$ cat config.mk
export PLATFORM = sky130hd
export DESIGN_NAME = fraction_add_reduce_core
export DESIGN_NICKNAME = d
export VERILOG_FILES = /design/src/hdl/far_pkg.sv /design/src/hdl/far_mul.sv /design/src/hdl/far_div.sv /design/src/hdl/fraction_add_reduce_core.sv
export SDC_FILE = /design/constraint.sdc
export NUM_CORES = 2
export LEC_CHECK = 0
export BUFFER_PORTS_ARGS = -buffer_cell sky130_fd_sc_hd__buf_2
export CAP_MARGIN = 20
export CORE_ASPECT_RATIO = 0.75
export CORE_MARGIN = 2
export CORE_UTILIZATION = 41
export DETAILED_ROUTE_END_ITERATION = 10
export PLACE_DENSITY = 0.65
export SLEW_MARGIN = 15
export SYNTH_ARGS = -nofsm -noshare
export SYNTH_HDL_FRONTEND = slang
export SYNTH_SLANG_ARGS = --single-unit
$ cat constraint.sdc
create_clock -name clk -period 18.9 [get_ports clk]
set_input_delay 0.945 -clock clk [delete_from_list [all_inputs] [get_ports clk]]
set_output_delay 0.945 -clock clk [all_outputs]
set_load 0.01 [all_outputs]
$ cat src/hdl/far_pkg.sv
`default_nettype none

package far_pkg;

	localparam int unsigned InW   = 32;
	localparam int unsigned WideW = 64;
	localparam int unsigned DenW  = 62;
	localparam int unsigned CntW  = 7;

	typedef enum logic [3:0] {
		ST_IDLE,
		ST_MUL0,
		ST_MUL1,
		ST_MUL2,
		ST_MUL3,
		ST_SUM,
		ST_TZ,
		ST_GCD,
		ST_DIVN_GO,
		ST_DIVN_WAIT,
		ST_DIVD_GO,
		ST_DIVD_WAIT,
		ST_FIN
	} far_state_t;

	typedef struct packed {
		logic busy;
		logic done;
	} div_stat_t;

	function automatic logic [InW-1:0] mag32(input logic [InW-1:0] x);
		return x[InW-1] ? (~x + InW'(1)) : x;
	endfunction

endpackage

`default_nettype wire

$ cat src/hdl/far_mul.sv
`default_nettype none

module far_mul (
	input  wire logic                          clk,
	input  wire logic [far_pkg::InW-1:0]       a,
	input  wire logic [far_pkg::InW-1:0]       b,
	output logic      [far_pkg::WideW-1:0]     prod
);

	logic [far_pkg::WideW-1:0] prod_q;

	always_ff @(posedge clk) begin
		prod_q <= far_pkg::WideW'(a) * far_pkg::WideW'(b);
	end

	assign prod = prod_q;

endmodule

`default_nettype wire

$ cat src/hdl/far_div.sv
`default_nettype none

module far_div (
	input  wire logic                          clk,
	input  wire logic                          arst_n,
	input  wire logic                          start,
	input  wire logic [far_pkg::WideW-1:0]     dividend,
	input  wire logic [far_pkg::WideW-1:0]     divisor,
	output logic      [far_pkg::WideW-1:0]     quotient,
	output far_pkg::div_stat_t                 stat
);

	logic [far_pkg::WideW-1:0] quo_q;
	logic [far_pkg::WideW-1:0] rem_q;
	logic [far_pkg::WideW-1:0] dsr_q;
	logic [far_pkg::CntW-1:0]  cnt_q;
	logic                      busy_q;
	logic                      done_q;
	logic [far_pkg::WideW:0]   shifted;
	logic [far_pkg::WideW:0]   diff;
	logic                      fits;

	// restoring divider, one quotient bit a cycle
	assign shifted = {rem_q, quo_q[far_pkg::WideW-1]};
	assign diff    = shifted - {1'b0, dsr_q};
	assign fits    = !diff[far_pkg::WideW];

	always_ff @(posedge clk or negedge arst_n) begin
		if (!arst_n) begin
			busy_q <= 1'b0;
			done_q <= 1'b0;
			cnt_q  <= '0;
		end else begin
			done_q <= 1'b0;
			if (start) begin
				busy_q <= 1'b1;
				cnt_q  <= '0;
			end else if (busy_q) begin
				cnt_q <= cnt_q + far_pkg::CntW'(1);
				if (cnt_q == far_pkg::CntW'(far_pkg::WideW - 1)) begin
					busy_q <= 1'b0;
					done_q <= 1'b1;
				end
			end
		end
	end

	always_ff @(posedge clk) begin
		if (start) begin
			quo_q <= dividend;
			rem_q <= '0;
			dsr_q <= divisor;
		end else if (busy_q) begin
			quo_q <= {quo_q[far_pkg::WideW-2:0], fits};
			rem_q <= fits ? diff[far_pkg::WideW-1:0] : shifted[far_pkg::WideW-1:0];
		end
	end

	assign quotient  = quo_q;
	assign stat.busy = busy_q;
	assign stat.done = done_q;

endmodule

`default_nettype wire

$ cat src/hdl/fraction_add_reduce_core.sv
// Adds two signed 32-bit fractions and returns the sum in lowest terms with a
// positive denominator; a zero input denominator gives 0/1 with bad_input set,
// a zero sum gives 0/1. One item is handled at a time: in_ready is high only
// while the sequencer is idle. The three products of an item are formed in turn
// on a single 32x32 multiplier, then a binary gcd runs (one shift or one
// 64-bit subtract a cycle), then two divisions by the gcd share one restoring
// divider; a bad input goes from idle straight to the finish state. The result
// sits in an output register, so the next item is taken while a finished
// result still waits.
`default_nettype none

module fraction_add_reduce_core (
	input  wire logic                          clk,
	input  wire logic                          arst_n,
	input  wire logic                          in_valid,
	output logic                               in_ready,
	input  wire logic signed [far_pkg::InW-1:0] num_a,
	input  wire logic signed [far_pkg::InW-1:0] den_a,
	input  wire logic signed [far_pkg::InW-1:0] num_b,
	input  wire logic signed [far_pkg::InW-1:0] den_b,
	output logic                               out_valid,
	input  wire logic                          out_ready,
	output logic signed [far_pkg::WideW-1:0]   sum_num,
	output logic        [far_pkg::DenW-1:0]    sum_den,
	output logic                               bad_input
);

	far_pkg::far_state_t state_q, state_d;

	logic [far_pkg::InW-1:0]   mna_q, mda_q, mnb_q, mdb_q;
	logic                      sa_q, sb_q, neg_q, bad_q;
	logic [far_pkg::WideW-1:0] p1_q, p2_q;
	logic [far_pkg::WideW-1:0] mag_q, den_q;
	logic [far_pkg::WideW-1:0] a_q, b_q, g_q;
	logic [5:0]                k_q;

	logic [far_pkg::InW-1:0]   mul_a, mul_b;
	logic [far_pkg::WideW-1:0] prod;
	logic                      div_start;
	logic [far_pkg::WideW-1:0] div_dividend;
	logic [far_pkg::WideW-1:0] quotient;
	far_pkg::div_stat_t        div_stat;

	logic                      out_valid_q;
	logic [far_pkg::WideW-1:0] sum_num_q;
	logic [far_pkg::DenW-1:0]  sum_den_q;
	logic                      bad_input_q;

	logic                      accept;
	logic                      out_free;
	logic                      in_bad;
	logic [far_pkg::WideW-1:0] sum_mag;
	logic                      sum_neg;
	logic                      a_ge_b;

	assign accept   = in_valid && in_ready;
	assign out_free = !out_valid_q || out_ready;
	assign in_bad   = (den_a == '0) || (den_b == '0);
	assign a_ge_b   = a_q >= b_q;

	always_comb begin
		if (sa_q == sb_q) begin
			sum_mag = p1_q + p2_q;
			sum_neg = sa_q;
		end else if (p1_q >= p2_q) begin
			sum_mag = p1_q - p2_q;
			sum_neg = sa_q;
		end else begin
			sum_mag = p2_q - p1_q;
			sum_neg = sb_q;
		end
	end

	far_mul u_mul (
		.clk  (clk),
		.a    (mul_a),
		.b    (mul_b),
		.prod (prod)
	);

	far_div u_div (
		.clk      (clk),
		.arst_n   (arst_n),
		.start    (div_start),
		.dividend (div_dividend),
		.divisor  (g_q),
		.quotient (quotient),
		.stat     (div_stat)
	);

	// next state
	always_comb begin
		state_d = state_q;
		unique case (state_q)
			far_pkg::ST_IDLE:      if (in_valid) state_d = in_bad ? far_pkg::ST_FIN : far_pkg::ST_MUL0;
			far_pkg::ST_MUL0:      state_d = far_pkg::ST_MUL1;
			far_pkg::ST_MUL1:      state_d = far_pkg::ST_MUL2;
			far_pkg::ST_MUL2:      state_d = far_pkg::ST_MUL3;
			far_pkg::ST_MUL3:      state_d = far_pkg::ST_SUM;
			far_pkg::ST_SUM:       state_d = (sum_mag == '0) ? far_pkg::ST_FIN : far_pkg::ST_TZ;
			far_pkg::ST_TZ:        if (a_q[0] || b_q[0]) state_d = far_pkg::ST_GCD;
			far_pkg::ST_GCD:       if (a_q == '0) state_d = far_pkg::ST_DIVN_GO;
			far_pkg::ST_DIVN_GO:   state_d = far_pkg::ST_DIVN_WAIT;
			far_pkg::ST_DIVN_WAIT: if (div_stat.done) state_d = far_pkg::ST_DIVD_GO;
			far_pkg::ST_DIVD_GO:   state_d = far_pkg::ST_DIVD_WAIT;
			far_pkg::ST_DIVD_WAIT: if (div_stat.done) state_d = far_pkg::ST_FIN;
			far_pkg::ST_FIN:       if (out_free) state_d = far_pkg::ST_IDLE;
			default:               state_d = far_pkg::ST_IDLE;
		endcase
	end

	// sequencer outputs
	always_comb begin
		in_ready     = 1'b0;
		mul_a        = mna_q;
		mul_b        = mdb_q;
		div_start    = 1'b0;
		div_dividend = mag_q;
		unique case (state_q)
			far_pkg::ST_IDLE:    in_ready = 1'b1;
			far_pkg::ST_MUL1: begin
				mul_a = mnb_q;
				mul_b = mda_q;
			end
			far_pkg::ST_MUL2: begin
				mul_a = mda_q;
				mul_b = mdb_q;
			end
			far_pkg::ST_DIVN_GO: div_start = 1'b1;
			far_pkg::ST_DIVD_GO: begin
				div_start    = 1'b1;
				div_dividend = den_q;
			end
			default: ;
		endcase
	end

	always_ff @(posedge clk or negedge arst_n) begin
		if (!arst_n) begin
			state_q     <= far_pkg::ST_IDLE;
			out_valid_q <= 1'b0;
		end else begin
			state_q <= state_d;
			if (state_q == far_pkg::ST_FIN && out_free) begin
				out_valid_q <= 1'b1;
			end else if (out_ready) begin
				out_valid_q <= 1'b0;
			end
		end
	end

	always_ff @(posedge clk) begin
		unique case (state_q)
			far_pkg::ST_IDLE: begin
				if (accept) begin
					mna_q <= far_pkg::mag32(num_a);
					mda_q <= far_pkg::mag32(den_a);
					mnb_q <= far_pkg::mag32(num_b);
					mdb_q <= far_pkg::mag32(den_b);
					sa_q  <= num_a[far_pkg::InW-1] != den_a[far_pkg::InW-1];
					sb_q  <= num_b[far_pkg::InW-1] != den_b[far_pkg::InW-1];
					bad_q <= in_bad;
					neg_q <= 1'b0;
					mag_q <= '0;
					den_q <= far_pkg::WideW'(1);
				end
			end
			far_pkg::ST_MUL1: p1_q  <= prod;
			far_pkg::ST_MUL2: p2_q  <= prod;
			far_pkg::ST_MUL3: den_q <= prod;
			far_pkg::ST_SUM: begin
				neg_q <= sum_neg;
				mag_q <= sum_mag;
				a_q   <= sum_mag;
				b_q   <= den_q;
				k_q   <= '0;
				if (sum_mag == '0) begin
					neg_q <= 1'b0;
					den_q <= far_pkg::WideW'(1);
				end
			end
			far_pkg::ST_TZ: begin
				// strip common factors of two
				if (!a_q[0] && !b_q[0]) begin
					a_q <= a_q >> 1;
					b_q <= b_q >> 1;
					k_q <= k_q + 6'd1;
				end
			end
			far_pkg::ST_GCD: begin
				if (a_q == '0) begin
					g_q <= b_q << k_q;
				end else if (!a_q[0]) begin
					a_q <= a_q >> 1;
				end else if (!b_q[0]) begin
					b_q <= b_q >> 1;
				end else if (a_ge_b) begin
					a_q <= a_q - b_q;
				end else begin
					b_q <= b_q - a_q;
				end
			end
			far_pkg::ST_DIVN_WAIT: if (div_stat.done) mag_q <= quotient;
			far_pkg::ST_DIVD_WAIT: if (div_stat.done) den_q <= quotient;
			far_pkg::ST_FIN: begin
				if (out_free) begin
					sum_num_q   <= neg_q ? (~mag_q + far_pkg::WideW'(1)) : mag_q;
					sum_den_q   <= den_q[far_pkg::DenW-1:0];
					bad_input_q <= bad_q;
				end
			end
			default: ;
		endcase
	end

	assign out_valid = out_valid_q;
	assign sum_num   = sum_num_q;
	assign sum_den   = sum_den_q;
	assign bad_input = bad_input_q;

	a_bad_zero: assert property (@(posedge clk) disable iff (!arst_n)
		out_valid && bad_input |-> sum_num == '0 && sum_den == far_pkg::DenW'(1))
		else $error("bad input result is not 0/1");

	a_den_nonzero: assert property (@(posedge clk) disable iff (!arst_n)
		out_valid |-> sum_den != '0)
		else $error("zero denominator delivered");

	a_div_idle: assert property (@(posedge clk) disable iff (!arst_n)
		state_q == far_pkg::ST_IDLE |-> !div_stat.busy)
		else $error("divider busy while sequencer idle");

endmodule

`default_nettype wire

==> impl_metrics.yaml <==
synthesis:
  yosysMostFrequentCell: "inv_1"
  yosys.area.top_type_share_pct: 25.90
  synth_edf_count: 841
  seq_area_frac_synth_pct: 28.89
  synth_ff_type: "edfxtp_1"
  syn_area_sq_mm: 0.09751
  yosys_warnings: 0
  synthCells: 10410
  async_flop_share_pct: 1.424
  synthTopCellsByArea: "edfxtp_1, fa_1, ha_1, inv_1, nor2_1"
  postSynthAreaPerCell_sq_um: 9.368
  ys_ff_latch: 983
  ys_top_cells_by_count: "inv_1, nor2_1, nand2_1"
  yosysTopAreaCell: "edfxtp_1"
  syn_nets: 12100
  ys_types: 104
floorplan:
  coreArea_sq_mm: 0.2372
  std_cell_rows: 155
  dieArea_sq_mm: 0.2418
  start_util_pct: 41.11
  fp.dieH_microns: 426.3
  ioPinCount: 261
  die_w_microns: 567.1
layout:
  final_area_sq_mm: 0.1058
  areaGrowthSynthToFinish_pct: 8.514
  num-nets-final: 12080
  drive_gt1_share_pct: 8.141
sta:
  fmax_mhz: 79.69
  fin_crit_sh_pct: 66.40
  clock_skew_ns: 0.06098
  setup_violations: 0
  period_needed_ns: 12.55
  final-hold-violation-count: 0
  slew_viol_final: 0
  tns_ns: 0
  rsz0062_at_grt: "false"
  tightestPinTransition_ns: 1.231
  max_slew_margin_pct: 16.85
power:
  power_mw: 4.506
  ir_worst_vdd_v: 0.00007534
  power_density_mw_per_mm2: 42.59
  leakage_nw: 45.70
global_route:
  antenna_found_initial: 17
  grt_pass1_wl_microns: 533100
  track_usage_pct: 29.38
  overflow: 0
  grt_max_degree: 124
  grt_pass1_vias: 80020
critical_path:
  slowest_delay_ns: 0.88
  critPathTopFamily: "compound AO/OA/AOI/OAI gates"
  critPathRequiredTime_ns: 19.50
  cp_slowest_cell: "a21oi_2"
  ff2ff_path_depth: 35
  cp_max_fo: 52
  worst_setup_path_start_kind: "register"
  crit_arrival_ns: 13.15
  critical_path_class: "reg2reg"
  critPathMostFrequentCell: "fa_1"
  worstSetupPathDepth: 35
  path_buf_inv: 8
  end_kind: "register"
routing:
  wl_per_cell_microns: 26.56
  drc_errors: 0
  antenna_left: 0
  vias_per_cell: 5.964
  drt_iter0_drc: 9979
  dr.pass1.iters: 6
  routed_wl_microns: 362000
  vias: 81270
job:
  drv_cap: 0
clock_network:
  postCtsSetupRepairBufs: 0
  postCtsResizedCells: 0
  cts-root-buf: "clkbuf_16"
  clk_pin_slew_ns: 0.07
  cts_inserted_buffers: 102
  ctsHoldBuffers: 0
  insertion_delay_ns: 0.77
  ctsLongestPathBuffers: 3
  cts_num_sinks: 983
  h-tree-depth: 3
  cts_tree: "done"
status:
  status: "complete, no violations"
worst_hold_path:
  hp-class: "in2async"
placed_design:
  gp_congestion: 0.9944
  io_buffer_count: 260
  placed_cell_area_sq_mm: 0.1022
  dp_hpwl_microns: 283000
path summary, 6_finish.rpt:
kind / startpoint / to / slack (ns)
setup / recovery: state_q[1]$_DFFE_PN0P_ / u_mul.prod[61]$_DFF_P_ / 6.35
hold / removal: arst_n / u_div.busy_q$_DFF_PN0_ / 0.19
setup reg to reg: state_q[1]$_DFFE_PN0P_ / u_mul.prod[61]$_DFF_P_ / 6.35
hold reg to reg: g_q[39]$_DFFE_PP_ / u_div.dsr_q[39]$_DFFE_PN_ / 0.41
max in group asynchronous: arst_n / state_q[0]$_DFFE_PN0P_ / 18.27
min in group clk: g_q[39]$_DFFE_PP_ / u_div.dsr_q[39]$_DFFE_PN_ / 0.41
final cells by class:
| type | instances | area, sq um |
|---|---|---|
| Antenna cell | 9 | 22.52 |
| Clock buffer | 130 | 2843 |
| Clock inverter | 64 | 644.4 |
| Fill cell | 22710 | 131400 |
| Inverter | 1310 | 4918 |
| Multi-Input combinational cell | 7572 | 62720 |
| Sequential cell | 983 | 28180 |
| Tap cell | 3140 | 3929 |
| Timing Repair Buffer | 419 | 2551 |
cell families after synthesis:
group	after synthesis	share of synthesized area [%]
muxes	336	4.223
and+or+nand+nor	2738	12.44
adders and majority gates	1555	26.90
buffers and inverters	1853	7.214
AOI/OAI and AO/OA	2467	16.06
xor gates and xnor gates	476	4.276
DFF	983	28.89
power by group:
part	internal, mW	leakage, nW	switching, mW	total, mW
Sequential	2.33	8.61	0.0000000000000000330	2.33
Clock	1.14	1.69	0.962	2.11
Combinational	0.0315	35.4	0.0415	0.0730
worst register-to-register path, delay by kind of cell (launching register included):
family | cells | cell delay [ns]
AOI/OAI and AO/OA | 14 | 4.27
adders and majority gates | 9 | 4.22
buffers and inverters | 8 | 1.92
and+or+nand+nor | 4 | 1.15
DFF | 1 | 0.79
cell usage in the layout (no fill, tap or decap), types with 52 or more instances in the layout:
cell,count
o31ai_1,93
fa_1,902
ha_1,653
edfxtp_1,841
a21oi_1,683
a22o_1,104
inv_1,1303
nor4_1,59
a22oi_1,107
buf_2,260
o21bai_1,116
clkbuf_16,106
buf_4,155
nor2_1,1073
mux4_2,53
dfxtp_1,128
a211oi_1,58
nor2b_1,55
nand3_1,86
nand4_1,103
nor3_1,120
nand2_1,905
nand2b_1,59
a31oi_1,52
mux2_2,69
xnor2_1,355
a21o_1,209
o21ai_0,615
xor2_1,116
mux2i_1,195
per-layer routing:
metal / vias to the layer above / GRT usage (%) / part of all wire [%] / wire length, microns
li1: 35700 / - / - / -
met1: 40410 / 41.72 / 43 / 156200
met2: 4481 / 43.19 / 41 / 149800
met3: 678 / 7.484 / 11 / 41120
met4: 4 / 10.45 / 4.1 / 14850
met5: - / 0 / 0.0064 / 23
metrics by stage:
stage	hold slack [ns]	worst slack, ns	instances	util (%)
finish	0.1898	6.351	13630	44.61
global route	0.1774	5.698	13620	44.61
CTS	0.1459	6.444	13620	44.58
detailed placement	0.4045	6.515	13420	43.11
global placement	0.4019	6.592	13420	43.09
floorplan	0.4003	7.798	10410	-
Power figures use the tool's default switching activity.
